--- src/sv/fvsc_pkg.sv ---
// Shared constants for the floating valve step controller.
// Drive codes, field widths and register reset values; no dependencies.
`default_nettype none

package fvsc_pkg;

  localparam int TravelW  = 10;
  localparam int BandW    = 10;
  localparam int PeriodW  = 16;
  localparam int LateW    = 16;
  localparam int SetW     = 10;
  localparam int DriveW   = 2;
  localparam int PosW     = 20;
  localparam int CfgIdxW  = 2;
  localparam int CfgDataW = 16;

  localparam logic [DriveW-1:0] DRV_STOP  = 2'd0;
  localparam logic [DriveW-1:0] DRV_OPEN  = 2'd1;
  localparam logic [DriveW-1:0] DRV_CLOSE = 2'd2;
  localparam logic [DriveW-1:0] DRV_UNUSED = 2'd3;

  localparam logic [CfgIdxW-1:0] REG_TRAVEL = 2'd0;
  localparam logic [CfgIdxW-1:0] REG_BAND   = 2'd1;
  localparam logic [CfgIdxW-1:0] REG_PERIOD = 2'd2;

  localparam logic [TravelW-1:0] TRAVEL_RST = 10'd10;
  localparam logic [BandW-1:0]   BAND_RST   = 10'd1;
  localparam logic [PeriodW-1:0] PERIOD_RST = 16'd1000;

  // Permille scale and the guard added to the action period.
  localparam logic [TravelW-1:0] SCALE_PERMILLE = 10'd1000;
  localparam logic [PeriodW:0]   GUARD_MS       = 17'd40;
  localparam logic [PeriodW-1:0] MAX_INTERVAL   = 16'hFFFF;

  // Derived reset values: 1000*travel and band*travel.
  localparam logic [PosW-1:0] MAXPOS_RST = 20'd10000;
  localparam logic [PosW-1:0] THR_RST    = 20'd10;

endpackage

`default_nettype wire

--- src/sv/floating_valve_step_controller.sv ---
// Top level of the floating valve step controller: config registers, input
// register, one-pass position update and result register. Uses fvsc_pkg.
//
//  channel | signals                                  | direction
//  --------+------------------------------------------+----------
//  item    | item_valid, item_stall, lateness_ms,     | in
//          | setpoint                                 |
//  result  | result_valid, result_stall, drive,       | out
//          | next_interval_ms, position_estimate      |
//  cfg     | cfg_valid, cfg_ready, cfg_index, cfg_data| in
//
// One beat per cycle sustained while result_stall is low; an item passes the
// input register, then the result register. The position update loop
// (estimate -> clamp -> compare -> state) closes combinationally between those registers.
// Synchronous reset clears valids, drive state, position and last motion;
// config goes to travel 10 s, band 1, period 1000 ms. cfg_ready is always high.
// A stalled result holds and backs up into item_stall only when both stages fill.
`default_nettype none

module floating_valve_step_controller (
  input  wire                              clk,
  input  wire                              rst,
  input  wire                              item_valid,
  output logic                             item_stall,
  input  wire  [fvsc_pkg::LateW-1:0]       lateness_ms,
  input  wire  [fvsc_pkg::SetW-1:0]        setpoint,
  output logic                             result_valid,
  input  wire                              result_stall,
  output logic [fvsc_pkg::DriveW-1:0]      drive,
  output logic [fvsc_pkg::PeriodW-1:0]     next_interval_ms,
  output logic [fvsc_pkg::PosW-1:0]        position_estimate,
  input  wire                              cfg_valid,
  output logic                             cfg_ready,
  input  wire  [fvsc_pkg::CfgIdxW-1:0]     cfg_index,
  input  wire  [fvsc_pkg::CfgDataW-1:0]    cfg_data
);
  import fvsc_pkg::*;

  // configuration and derived thresholds
  logic [TravelW-1:0] travel_time_s;
  logic [BandW-1:0]   dead_band;
  logic [PeriodW-1:0] action_period_ms;
  logic [PosW-1:0]    max_pos;
  logic [PosW-1:0]    band_thr;

  // controller state
  logic [DriveW-1:0]  drive_state;
  logic [PosW-1:0]    position_ms;
  logic [PeriodW-1:0] last_motion_ms;

  // input register
  logic               s1_valid;
  logic [LateW-1:0]   s1_late;
  logic [PosW-1:0]    s1_target;

  logic               advance;
  logic               cfg_write;
  logic [TravelW-1:0] cfg_travel;
  logic [BandW-1:0]   cfg_band;

  logic [LateW:0]     delta;
  logic [PosW:0]      pos_up;
  logic [PosW:0]      pos_int;
  logic [PosW-1:0]    pos_next;
  logic               up;
  logic [PosW-1:0]    err;
  logic               moving;
  logic               big;
  logic [PeriodW-1:0] interval;
  logic [DriveW-1:0]  drive_next;

  assign cfg_ready  = 1'b1;
  assign cfg_write  = cfg_valid & cfg_ready;
  assign cfg_travel = cfg_data[TravelW-1:0];
  assign cfg_band   = cfg_data[BandW-1:0];

  assign advance    = s1_valid & (~result_valid | ~result_stall);
  assign item_stall = s1_valid & result_valid & result_stall;

  always_ff @(posedge clk) begin
    if (rst) begin
      travel_time_s    <= TRAVEL_RST;
      dead_band        <= BAND_RST;
      action_period_ms <= PERIOD_RST;
      max_pos          <= MAXPOS_RST;
      band_thr         <= THR_RST;
    end else if (cfg_write) begin
      case (cfg_index)
        REG_TRAVEL: begin
          travel_time_s <= cfg_travel;
          max_pos       <= PosW'(SCALE_PERMILLE) * PosW'(cfg_travel);
          band_thr      <= PosW'(dead_band) * PosW'(cfg_travel);
        end
        REG_BAND: begin
          dead_band <= cfg_band;
          band_thr  <= PosW'(cfg_band) * PosW'(travel_time_s);
        end
        REG_PERIOD: begin
          action_period_ms <= cfg_data[PeriodW-1:0];
        end
        default: begin
        end
      endcase
    end
  end

  // input register: target product formed on capture
  always_ff @(posedge clk) begin
    if (rst) begin
      s1_valid <= 1'b0;
    end else if (~item_stall) begin
      s1_valid <= item_valid;
    end
  end

  always_ff @(posedge clk) begin
    if (item_valid & ~item_stall) begin
      s1_late   <= lateness_ms;
      s1_target <= PosW'(setpoint) * PosW'(travel_time_s);
    end
  end

  always_comb begin
    delta  = {1'b0, s1_late} + {1'b0, last_motion_ms};
    pos_up = {1'b0, position_ms} + (PosW+1)'(delta);
    case (drive_state)
      DRV_OPEN: begin
        pos_int = pos_up;
      end
      DRV_CLOSE: begin
        // floor at zero when closing past the stop
        if ((PosW+1)'(delta) > {1'b0, position_ms}) begin
          pos_int = '0;
        end else begin
          pos_int = {1'b0, position_ms} - (PosW+1)'(delta);
        end
      end
      default: begin
        pos_int = {1'b0, position_ms};
      end
    endcase
    if (pos_int > {1'b0, max_pos}) begin
      pos_next = max_pos;
    end else begin
      pos_next = pos_int[PosW-1:0];
    end

    up     = s1_target > pos_next;
    err    = up ? s1_target - pos_next : pos_next - s1_target;
    moving = (err != '0) && (err > band_thr);
    big    = err > PosW'({1'b0, action_period_ms} + GUARD_MS);

    if (!moving) begin
      interval   = action_period_ms;
      drive_next = DRV_STOP;
    end else begin
      if (big) begin
        interval = action_period_ms;
      end else if (err > PosW'(MAX_INTERVAL)) begin
        interval = MAX_INTERVAL;
      end else begin
        interval = err[PeriodW-1:0];
      end
      drive_next = up ? DRV_OPEN : DRV_CLOSE;
    end
  end

  // state and result register move together
  always_ff @(posedge clk) begin
    if (rst) begin
      drive_state    <= DRV_STOP;
      position_ms    <= '0;
      last_motion_ms <= '0;
      result_valid   <= 1'b0;
      drive          <= DRV_STOP;
    end else begin
      if (advance) begin
        drive_state <= drive_next;
        position_ms <= pos_next;
        drive       <= drive_next;
        if (moving) begin
          last_motion_ms <= interval;
        end
        result_valid <= 1'b1;
      end else if (~result_stall) begin
        result_valid <= 1'b0;
      end
    end
  end

  always_ff @(posedge clk) begin
    if (advance) begin
      next_interval_ms  <= interval;
      position_estimate <= pos_next;
    end
  end

`ifndef NO_ASSERTIONS
  // the delivered drive always mirrors the controller state
  a_drive_tracks_state: assert property (@(posedge clk) disable iff (rst)
    drive == drive_state)
    else $error("result drive differs from drive state");

  a_no_unused_drive: assert property (@(posedge clk) disable iff (rst)
    result_valid |-> drive != DRV_UNUSED)
    else $error("unused drive code on result");

  // an item in the input register with a free result slot lands next cycle
  a_item_lands: assert property (@(posedge clk) disable iff (rst)
    s1_valid && !result_valid |=> result_valid)
    else $error("item lost between input and result register");

  a_stall_only_when_full: assert property (@(posedge clk) disable iff (rst)
    item_stall |-> s1_valid && result_valid)
    else $error("item_stall raised with free space");
`endif

endmodule

`default_nettype wire

--- config.mk ---
export PLATFORM = sky130hd
export DESIGN_NAME = floating_valve_step_controller
export DESIGN_NICKNAME = d
export VERILOG_FILES = /design/src/sv/fvsc_pkg.sv /design/src/sv/floating_valve_step_controller.sv
export SDC_FILE = /design/constraint.sdc
export NUM_CORES = 1
export LEC_CHECK = 0
export BUFFER_PORTS_ARGS = -buffer_cell sky130_fd_sc_hd__buf_4
export CORE_MARGIN = 5
export CORE_UTILIZATION = 65
export DETAILED_ROUTE_END_ITERATION = 10
export PLACE_DENSITY = 0.83
export SLEW_MARGIN = 20
export SYNTH_ARGS = -nofsm -noshare
export SYNTH_HDL_FRONTEND = slang
export SYNTH_SLANG_ARGS = --single-unit
--- constraint.sdc ---
create_clock -name clk -period 16.8 [get_ports clk]
set_clock_uncertainty 0.2 [all_clocks]
set_input_delay 3.36 -clock clk [delete_from_list [all_inputs] [get_ports clk]]
set_output_delay 3.36 -clock clk [all_outputs]
set_load 0.005 [all_outputs]
# Word-level counts from Yosys, hierarchy flattened
# Cells that the tools add are included.
# totals
word_cells	64
ff_bits	185
input_bits	49
output_inout_bits	41
# classes
bitwise	8
muxes	12
n_reduce_logical	9
magnitude_cmp	6
eq_ne	5
add_sub_neg	6
n_mul	4
# op_table
cell	n
$mul A10 B10 Y20	3
$mux W16	3
$pmux W21 S2	1
$gt A20 B20 Y1	2
$mux W20	2
$pmux W20 S2	1
$sub A20 B20 Y20	2
$add A20 B17 Y21	1
$gt A21 B20 Y1	1
$mux W21	1
$sub A20 B17 Y21	1
$gt A17 B20 Y1	1
$gt A20 B16 Y1 const B	1
$gt A20 B17 Y1	1
$reduce_bool A20 Y1	1
$add A16 B16 Y17	1
$add A16 B6 Y17 const B	1
$mul A7 B10 Y17 const A	1
$reduce_and A2 Y1	5
$and A1 B1 Y1	4
$eq A2 B1 Y1 const B	2
$eq A2 B2 Y1 const B	2
$mux W2	2
$not A1 Y1	3
other kinds (6)	7

# Depth between registers and ports, before layout
# depth
ltp_word	12
depth_mapped	66

# Worst setup path before layout
# Ideal clock, no wire load.
# synth_path
path_kind	register to register
from	register s1_late[0]
to	register next_interval_ms[0] in the netlist's numbering, data pin
stages_incl_launch_ff	58
synth_period_minus_slack_ns	12.190
setup_time_ns	0.262
required_time_ns	16.338
t_arrival_ns	11.727
n_path_buf	5
slack_ns	4.610
path_cell_list	edfxtp_1 ha_1 inv_1 fa_1 nor2b_1 o21ai_0 a21boi_0 o21ai_0 nand2_1 and2_1 o21ai_0 a21oi_1 o41ai_1 o21ai_0 a21o_1 a21o_1 ha_1 inv_1 (+22 left out) a211oi_1 o31ai_4 nand2_8 buf_6 o211ai_1 o21ai_1 xor2_1 inv_1 ha_1 and3_1 nand3_1 o211a_1 o211a_1 mux2_1 a211oi_2 nor3b_4 buf_6 mux2_1
# synth_between
elab_chain_cells	12
# synth_rtl
item	line	rtl
start, declared	floating_valve_step_controller.sv:53	logic [LateW-1:0] s1_late;
start signal, assigned	floating_valve_step_controller.sv:118	s1_late <= lateness_ms;
$add A16 B16 Y17 (*)	floating_valve_step_controller.sv:124	delta = {1'b0, s1_late} + {1'b0, last_motion_ms};
$sub A20 B17 Y21 / $gt A17 B20 Y1 (equally long branches)	floating_valve_step_controller.sv:135, floating_valve_step_controller.sv:132	
$mux W21	floating_valve_step_controller.sv:132	if ((PosW+1)'(delta) > {1'b0, position_ms}) begin
$pmux W21 S2 (*)	floating_valve_step_controller.sv:126	case (drive_state)
$gt A21 B20 Y1	floating_valve_step_controller.sv:142	if (pos_int > {1'b0, max_pos}) begin
$mux W20 (*)	floating_valve_step_controller.sv:142	
via pos_next[11]	floating_valve_step_controller.sv:64	logic [PosW-1:0] pos_next;
$sub A20 B20 Y20 / $gt A20 B20 Y1 (equally long branches)	floating_valve_step_controller.sv:149, floating_valve_step_controller.sv:148	
$mux W20 (*)	floating_valve_step_controller.sv:149	err = up ? s1_target - pos_next : pos_next - s1_target;
$gt A20 B16 Y1	floating_valve_step_controller.sv:159	end else if (err > PosW'(MAX_INTERVAL)) begin
$mux W16	floating_valve_step_controller.sv:159	
$mux W16	floating_valve_step_controller.sv:157	if (big) begin
$mux W16 (*)	floating_valve_step_controller.sv:153	if (!moving) begin
via interval[0]	floating_valve_step_controller.sv:69	logic [PeriodW-1:0] interval;
end signal, assigned	floating_valve_step_controller.sv:193	next_interval_ms <= interval;
end, declared	floating_valve_step_controller.sv:30	output logic [fvsc_pkg::PeriodW-1:0] next_interval_ms,
# The timed path passes the listed nets; every way through them passes the cells marked *.
# A chain may end at the register's enable or synchronous reset.

# Final worst setup path
# layout_path
from	register s1_late[1]
to	register next_interval_ms[11] in the netlist's numbering, data pin
# The elaborated chain is that of the path after synthesis.

==> impl_metrics.tcl <==
set metrics [dict create \
    finalNetCount 3492 \
    post_cts_buffers 0 \
    setup_ws_ns 1.525 \
    detail_route.first_pass.iterations 9 \
    fp.coreArea_mm2 0.03758 \
    synth_area_leaders "fa_1 (18%), ha_1 (18%), dfxtp_1 (9.0%)" \
    via_per_inst 6.107 \
    dpl.hpwl_um 54110 \
    syn2layout_area_growth_pct 5.844 \
    synth_edf_count 72 \
    regToRegSetupSlack_ns 1.52 \
    utilization_pct 69.66 \
    synth_ff_type "dfxtp_1" \
    hold_viol_final 0 \
    clk_pin_slew_ns 0.08 \
    clockBufferDepth 2 \
    crit_fanout 25 \
    diodes 0 \
    synth_warnings 0 \
    finalWirelength_um 69270 \
    p_leak_nw 12.98 \
    nFillCells 3000 \
    cp_common_cell "a21oi_1" \
    seq_area_frac_synth_pct 17.73 \
    numCtsBuffers 17 \
    peakVddDrop_uv 116.1 \
    synth.avg_cell_area_um2 8.569 \
    critPathTopFamily "compound AO/OA/AOI/OAI gates" \
    place.gp.congestion 1.015 \
    netlist_top_cells_count "inv_1 (404), nand2_1 (388), ha_1 (351)" \
    clock-sinks 183 \
    yosys.cell_types.count 91 \
    drv_slew 0 \
    grt_setup_unrepaired "false" \
    start_util_pct 65.81 \
    root_buffer "clkbuf_16" \
    drive_gt1_share_pct 6.484 \
    critPathLaunchType "flip-flop" \
    place_ws_ns 1.529 \
    worstHoldPathType "reg2reg" \
    postRouteAntennaNets 0 \
    path_buf_inv 3 \
    die-area_mm2 0.04205 \
    post-route-min-period_ns 15.28 \
    critPathKind "reg2reg" \
    place_area_mm2 0.02557 \
    critPathMaxStageDelay_ns 0.93 \
    worst_pin_slew_ns 1.088 \
    fin_tns_setup_ns 0 \
    placementRows 71 \
    slowest_stage "a311oi_4" \
    cts-resized-gates 0 \
    syn_area_mm2 0.02473 \
    ios 90 \
    drt_iter0_drc 1648 \
    fmax_mhz 65.46 \
    stdcell_area_mm2 0.02618 \
    die_w_um 205.1 \
    grt_usage_pct 33.14 \
    grt_pass1_vias 21210 \
    synthArstFlopShare_pct 0 \
    setup_violations 0 \
    syn-instance-count 2886 \
    clk_latency_ns 0.48 \
    cts_max_level 4 \
    arrival_ns 15.30 \
    cts-hold-fix-buffers 0 \
    vias 20730 \
    maxCapViolCount 0 \
    grt_pass1_wl_um 110100 \
    synth_top_area_share_pct 17.89 \
    drc 0 \
    fin_hold_ws_ns 0.2627 \
    post_drt_wl_per_cell_um 20.40 \
    antenna_found_initial 0 \
    endpoint_kind "flip-flop" \
    yosysMostFrequentCell "inv_1" \
    ys_ff_latch 183 \
    gr-total-overflow 0 \
    maxSlewHeadroom_pct 27.28 \
    synth_top_cell_by_area "fa_1" \
    grt_start_max_net_pins 73 \
    worstPathRequired_ns 16.83 \
    portBuffers 88 \
    syn_nets 3507 \
    die_y_um 205.1 \
    tritoncts "done" \
    run_status "finished clean" \
    powerDensity_mw_per_mm2 160.3 \
    period_share_pct 90.93 \
]
## through the flow
step                      instances  power (mW)
after floorplan                2886       2.872
after global placement         3363       3.604
after detailed placement       3363       3.687
after CTS                      3395       4.132
after global routing           3395       4.517
final                          3395       4.197
## logic make-up (layout without fill, tap and decap cells)
family / count (synthesis) / in the layout / share of synthesized area (%)
simple gates: 854 / 854 / 16.40
compound gates: 544 / 544 / 14.29
mux: 75 / 75 / 3.213
flops: 183 / 183 / 17.73
xor+xnor: 118 / 118 / 4.209
other cells: 1 / 1 / 0.01516
fa+ha+maj: 572 / 572 / 35.65
buf+inv: 539 / 537 / 8.499
## worst register-to-register path, delay by kind of cell (launching register included)
kind,cells,cell delay [ns]
muxes,3,1.07
xor gates and xnor gates,2,0.68
buffers and inverters,3,0.61
AOI/OAI and AO/OA,31,7.51
and+or+nand+nor,9,2.77
DFF,1,0.39
adders and majority gates,5,1.81
## metal layers
layer,share of wire [%],vias to the layer above,wire length (µm),global-route usage (%)
met2,47,853,32570,54.62
li1,-,9552,-,-
met5,0,-,0,0
met1,41,10140,28690,43.23
met4,4.6,0,3206,14.95
met3,6.9,189,4797,5.192
## state kept, by name, indices dropped and copies added, names as in the netlist
| signal | flops |
|---|---|
| action_period_ms | 16 |
| travel_time_s | 10 |
| next_interval_ms | 16 |
| s1_valid | 1 |
| last_motion_ms | 16 |
| max_pos | 15 |
| position_ms | 20 |
| s1_target | 20 |
| s1_late | 16 |
| drive_state | 2 |
| dead_band | 10 |
| band_thr | 20 |
| result_valid | 1 |
| position_estimate | 20 |
## power by group
part,internal [mW],switching [mW],leakage (nW)
clock,0.213,0.207,0.294
sequential,0.548,0.0790,1.60
combinational,1.21,1.94,11.1
## cell type report
class | count | area, µm² | area share (%)
inverter | 405 | 1520 | 5.808
clock buffer | 19 | 475.5 | 1.816
sequential | 183 | 4384 | 16.75
multi-input combinational | 2164 | 18280 | 69.85
tap | 511 | 639.4 | 2.443
timing repair buffer | 100 | 750.7 | 2.868
clock inverter | 13 | 122.6 | 0.4684
## final timing paths
check,from,endpoint,cells past startpoint
hold reg to reg,max_pos[5]$_SDFFE_PP0P_,max_pos[5]$_SDFFE_PP0P_,2
hold / removal,max_pos[5]$_SDFFE_PP0P_,max_pos[5]$_SDFFE_PP0P_,2
setup / recovery,s1_late[1]$_DFFE_PP_,next_interval_ms[11]$_DFFE_PP_,53
setup reg to reg,s1_late[1]$_DFFE_PP_,next_interval_ms[11]$_DFFE_PP_,53
## cells in the final DEF (no fill, tap or decap), types with 20 or more instances in the layout
| cell | synthesis | routed |
|---|---|---|
| nand2b_1 | 31 | 31 |
| fa_1 | 221 | 221 |
| o21a_1 | 21 | 21 |
| nor2b_1 | 24 | 23 |
| and2_1 | 137 | 137 |
| mux2i_1 | 40 | 40 |
| edfxtp_1 | 72 | 72 |
| mux2_2 | 20 | 20 |
| o21ai_0 | 107 | 107 |
| inv_1 | 404 | 403 |
| nand3_1 | 39 | 39 |
| xnor2_1 | 82 | 82 |
| dfxtp_1 | 111 | 111 |
| nor2_1 | 133 | 133 |
| nor3_1 | 25 | 25 |
| o211ai_1 | 23 | 23 |
| xor2_1 | 35 | 34 |
| o21bai_1 | 22 | 22 |
| ha_1 | 351 | 351 |
| a21o_1 | 42 | 42 |
| buf_4 | 3 | 100 |
| a21oi_1 | 179 | 179 |
| nand2_1 | 388 | 387 |
Power figures use the tool's default switching activity.
